[config.mk]
export PLATFORM = sky130hd
export DESIGN_NAME = ceuler_div_chain
export DESIGN_NICKNAME = d
export VERILOG_FILES = /design/src/design/ceuler_div_cell.sv /design/src/design/ceuler_div_chain.sv
export SDC_FILE = /design/constraint.sdc
export NUM_CORES = 2
export LEC_CHECK = 0
export ABC_AREA = 0
export BUFFER_PORTS_ARGS = -buffer_cell sky130_fd_sc_hd__buf_4
export CORE_MARGIN = 2
export CORE_UTILIZATION = 35
export DETAILED_ROUTE_END_ITERATION = 8
export GPL_TIMING_DRIVEN = 0
export PLACE_DENSITY = 0.49
export SLEW_MARGIN = 10
export SYNTH_ARGS = -nofsm -noshare
export SYNTH_HDL_FRONTEND = slang
export SYNTH_HIERARCHICAL = 1
export SYNTH_SLANG_ARGS = --single-unit
[constraint.sdc]
create_clock -name clock -period 5 [get_ports clock]
set_clock_uncertainty 0.15 [all_clocks]
set_input_delay 1 -clock clock [delete_from_list [all_inputs] [get_ports clock]]
set_output_delay 1 -clock clock [all_outputs]
set_load 0.005 [all_outputs]
[src/design/ceuler_div_cell.sv]
// One restoring-division cell: produces one quotient bit per clock and hands on to the next cell.
`timescale 1ns / 1ps

module ceuler_div_cell #(
   parameter int RW = 31,
   parameter int NW = 32
) (
   input  logic          clock,
   input  logic [RW-1:0] in_div,
   input  logic [RW-1:0] in_rem,
   input  logic [NW-1:0] in_acc,
   output logic [RW-1:0] out_div,
   output logic [RW-1:0] out_rem,
   output logic [NW-1:0] out_acc
);

   logic [RW:0]   trial;
   logic [RW:0]   diff;
   logic          take;
   logic [RW-1:0] div_ff;
   logic [RW-1:0] rem_ff;
   logic [RW-1:0] rem_in;
   logic [NW-1:0] acc_ff;
   logic [NW-1:0] acc_in;

   // The accumulator shifts dividend bits out at the top and quotient bits in at the bottom.
   assign trial = {in_rem, in_acc[NW-1]};
   assign diff = trial - {1'b0, in_div};
   assign take = trial >= {1'b0, in_div};
   assign rem_in = take ? diff[RW-1:0] : trial[RW-1:0];
   assign acc_in = {in_acc[NW-2:0], take};

   always_ff @(posedge clock) begin
      div_ff <= in_div;
      rem_ff <= rem_in;
      acc_ff <= acc_in;
   end

   assign out_div = div_ff;
   assign out_rem = rem_ff;
   assign out_acc = acc_ff;

endmodule

[src/design/ceuler_div_chain.sv]
// A row of NW registered division cells that yields an NW-bit quotient.
`timescale 1ns / 1ps

module ceuler_div_chain #(
   parameter int RW = 31,
   parameter int NW = 32
) (
   input  logic          clock,
   input  logic [RW-1:0] in_div,
   input  logic [RW-1:0] in_rem,
   input  logic [NW-1:0] in_acc,
   output logic [NW-1:0] out_quo
);

   logic [RW-1:0] div_w [NW+1];
   logic [RW-1:0] rem_w [NW+1];
   logic [NW-1:0] acc_w [NW+1];

   assign div_w[0] = in_div;
   assign rem_w[0] = in_rem;
   assign acc_w[0] = in_acc;

   for (genvar i = 0; i < NW; i++) begin : g_cell
      ceuler_div_cell #(
         .RW(RW),
         .NW(NW)
      ) u_cell (
         .clock  (clock),
         .in_div (div_w[i]),
         .in_rem (rem_w[i]),
         .in_acc (acc_w[i]),
         .out_div(div_w[i+1]),
         .out_rem(rem_w[i+1]),
         .out_acc(acc_w[i+1])
      );
   end

   assign out_quo = acc_w[NW];

endmodule

* Yosys cells after proc, flatten, opt, wreduce, memory -nomap -nowiden
Cells that the tools add are included.
** Word-level totals
- Flip-flop bits (word level) :: 2946
- Input port bits :: 95
- Output and inout bits :: 32
- Logic and storage cells :: 188
** Cells by class
- Add/subtract/negate cells :: 31
- Order comparisons :: 32
- Muxes and demuxes :: 31
** Operators by type and width (count)
- greater-or-equal comparator 32 x 31 -> 1 bit :: 32
- 2-to-1 mux 31 bit :: 31
- subtractor 31 bit :: 31

* Longest topological paths before layout
- Depth after elaboration :: 2
- Depth in mapped cells :: 13
- Mapped depth without buffers :: 12

* Modules after synthesis
The synthesis kept the hierarchy.
** Modules (own cells, without submodules)
- ceuler_div_cell at g_cell[13].u_cell ... :: instances 23, cells an instance 417, area each 3961.3 um2, seq. area each 1881.8 um2
- ceuler_div_cell at g_cell[0].u_cell ... :: instances 8, cells an instance 417, area each 4291.6 um2, seq. area each 1881.8 um2
- ceuler_div_cell at g_cell[12].u_cell :: instances 1, cells an instance 441, area each 4023.9 um2, seq. area each 1881.8 um2

* Least setup slack after synthesis
Ideal clock, no wire load.
- Kind :: input -> register
- From :: input port in_acc[31]
- To :: register g_cell[0].u_cell.rem_ff[10]
- Library setup time :: 121 ps
- Data arrival time :: 3482 ps
- Required time :: 4729 ps
- Path slack :: 1246 ps
- Stages on the path :: 13
- Buffers on the path :: 1
- Cell sequence :: inv_1 > ha_1 > fa_1 > nand2b_1 > a21o_1 > and2_1 > o211ai_1 > a31oi_2 > a21oi_1 > a211oi_4 > inv_2 > buf_6 > mux2_4
** Between the ends
- Word-level cells in the longest chain between the ends :: 2
- Elaborated cells on any way between the ends :: 3
- Those cells by class :: add/sub: 1; order compare: 1; mux: 1
** Ends and longest elaborated chain
- start: declaration :: RTL line ceuler_div_chain.sv:11 : input logic [NW-1:0] in_acc,
- subtractor 31 bit or greater-or-equal comparator 32 x 31 -> 1 bit (tied branches) :: RTL line ceuler_div_cell.sv:28, ceuler_div_cell.sv:29
- 2-to-1 mux 31 bit (*) :: RTL line ceuler_div_cell.sv:30 : assign rem_in = take ? diff[RW-1:0] : trial[RW-1:0];
- named net g_cell[0].u_cell.rem_in[10] :: RTL line ceuler_div_cell.sv:22 : logic [RW-1:0] rem_in;
- end signal: assignment :: RTL line ceuler_div_cell.sv:35 : rem_ff <= rem_in;
- end: declaration :: RTL line ceuler_div_cell.sv:21 : logic [RW-1:0] rem_ff;
The timed path passes the listed nets; every way through them passes the cells marked *.

* Worst setup path after layout
- From :: input port in_div[3]
- To :: register g_cell[0].u_cell.rem_ff[4]
** Between the ends
- Word-level cells in the longest chain between the ends :: 2
- Elaborated cells on any way between the ends :: 3
- Those cells by class :: add/sub: 1; order compare: 1; mux: 1
** Ends and longest elaborated chain
- start: declaration :: RTL line ceuler_div_chain.sv:9 : input logic [RW-1:0] in_div,
- subtractor 31 bit or greater-or-equal comparator 32 x 31 -> 1 bit (tied branches) :: RTL line ceuler_div_cell.sv:28, ceuler_div_cell.sv:29
- 2-to-1 mux 31 bit (*) :: RTL line ceuler_div_cell.sv:30
- named net g_cell[0].u_cell.rem_in[4] :: RTL line ceuler_div_cell.sv:22
Marked as above.

==> impl_metrics.csv <==
group,metric,value,unit
power_and_ir_drop,pwr-share-comb,51.2,%
critical_path,critPathLaunchType,"input port",
status,status,"completed",
power_and_ir_drop,p_sw_share,41.9,%
die,die_w,607,µm
clock_network,clockRootBuffer,"clkbuf_16",
power_and_ir_drop,power,121,mW
final_layout,final_util,40.2,%
critical_path,crit_family,"compound AO/OA/AOI/OAI gates",
critical_path,path_common_cell,"o211ai_1",
synthesis,netlist_area,127000,µm²
die,rows,221,
critical_path,critical_path_class,"input port to flip-flop",
route,drtIter0Drc,6668,
sta,fin_crit_sh,82.1,%
route,num_vias,92400,
die,die_h,607,µm
sta,setup_viol,0,
power_and_ir_drop,pwr-share-seq,28.7,%
route,ant_nets,0,
power_and_ir_drop,peakVddDrop,323,µV
synthesis,syn_avg_cell_area,9.69,µm²
global_route,grt_max_degree,16,
power_and_ir_drop,p_leak,65.6,nW
global_route,grt_pass1_vias,88500,
final_layout,area.growth.synth_to_final,14.6,%
sta,post-route-min-period,4100,ps
global_route,grt_pass1_wl,508000,µm
placed_design,place_ws,561,ps
synthesis,syn-num-nets,14200,
final_layout,drive_gt1_share,11.5,%
synthesis,ys_warn_count,6,
hold_path,hp-class,"input port to flip-flop",
power_and_ir_drop,intPower,70.4,mW
critical_path,cp-end-kind,"flip-flop",
clock_network,path_clk_slew,70,ps
power_and_ir_drop,switching_power,50.8,mW
global_route,grt_util_all_layers,17.5,%
sta,drv_slew,0,
route,wl_per_cell,17.7,µm
flow_run,drv_cap,0,
route,drc_errors,0,
sta,rsz0062_at_grt,"false",
sta,hold_violations,0,
die,die_area,368000,µm²
final_layout,nets,14700,
placed_design,place.gp.congestion,0.885,
final_layout,mostFrequentLayoutCells,"dfxtp_1, inv_1, a21oi_1",
die,start_util,35.1,%
final_layout,layout_commonest_cell,"dfxtp_1",
sta,setup_slack,897,ps
route,firstDrtPassIters,5,
power_and_ir_drop,power.density,832,nW/µm²
clock_network,clkLatencyLatePin,920,ps
clock_network,clock_sinks,2946,
critical_path,slowest_stage,"a31oi_2",
critical_path,worstPathMaxFanout,10,
global_route,grt-ovfl-total,0,
clock_network,cts_buffer_depth,4,
power_and_ir_drop,pwr-share-clk,20.1,%
route,drt-total-wl,331000,µm
clock_network,cts_buffers,327,
synthesis,synthCells,13100,
sta,slew_headroom,19.3,%
sta,fmax,244,MHz
critical_path,required,5640,ps
critical_path,cpPeakStageDelay,610,ps
die,core_area,362000,µm²
clock_network,cts_tree,"done",
global_route,antenna_found_initial,6,
placed_design,dpl.hpwl,262000,µm
route,routed_via_density,4.95,
sta,hold_ws,97.3,ps
critical_path,crit_chain,"dlygate4sd3_1 > buf_4 > inv_1 > ha_1 > o211ai_1 > a21o_1 > and2_1 > o211ai_1 > a31oi_2 > a21oi_1 > a211oi_4 > inv_2 > buf_6 > mux2_4",
final_layout,nFillCells,35800,
sta,tightest_slew,1200,ps
critical_path,cp.buffers_inverters,5,
critical_path,critPathArrivalTime,4740,ps
clock_network,h-tree-depth,5,
die,pin_count,127,
placed_design,io_buffers,126,
sta,setup_tns,0,ps
[per-layer routing]
metal  wire length (µm)  global-route usage [%]
met4               6430                    3.81
met1             163000                    25.3
met5                 16                       0
met3              18300                    2.55
met2             143000                    27.3
[final timing paths]
path | startpoint | endpoint | slack, ps | depth (start not counted)
setup / recovery | in_div[3] | g_cell[0].u_cell/out_rem[4] | 900 | 14
hold / removal | in_div[19] | g_cell[0].u_cell/out_div[19] | 100 | 1
setup reg to reg | g_cell[21].u_cell/out_acc[31] | g_cell[22].u_cell/out_rem[29] | 1060 | 13
hold reg to reg | g_cell[14].u_cell/out_acc[21] | g_cell[15].u_cell/out_acc[22] | 140 | 0
[registers in the layout, summed over array words and instances (netlist names)]
signal,flops
g_cell.u_cell/out_acc,1024
g_cell.u_cell/out_div,961
g_cell.u_cell/out_rem,961
[metrics by stage]
step / instance area (µm²) / cells
2_1_floorplan: 127000 / 13100
3_3_place_gp: 134000 / 18000
3_5_place_dp: 134000 / 18000
4_1_cts: 146000 / 18700
5_1_grt: 146000 / 18700
6_report: 146000 / 18700
[area by class of cell]
cell class              count  area [µm²]  area share, %
plain buffers             280        1800           1.24
repair buffers            185        1540           1.05
well taps                4794        6000           4.12
inverters                1274        4780           3.28
clock buffers             451        9300           6.39
multi-input cells        8608       61500           42.2
diodes                      3        7.51        0.00515
flip-flops and latches   2946       59000           40.5
clock inverters           132        1740           1.19
[power by group through the flow]
stage                     logic (mW)  clock network (mW)  registers (mW)
after floorplan                 46.1                   0            33.5
after global placement          61.4                   0            35.5
after detailed placement        61.1                   0            35.5
after CTS                       61.5                25.3            35.1
after global routing            68.3                26.2            35.6
final                           62.1                24.3            34.8
[worst reg2reg max path, cell delays in order (launching register included)]
cell      delay, ps
dfxtp_1         300
inv_1            90
ha_1            200
fa_1            220
nand2b_1        140
a21o_1          170
and2_1          210
o211ai_1        210
a31oi_2         640
a21oi_1         220
a211oi_4        570
inv_2           130
buf_6           200
mux2_4          320
[timing repair]
item,in CTS,in global routing
endpoints found under the hold margin,59,0
resized for setup,0,0
hold buffers,59,0
setup buffers,0,0
No activity file was read; power rests on OpenSTA's default activity.
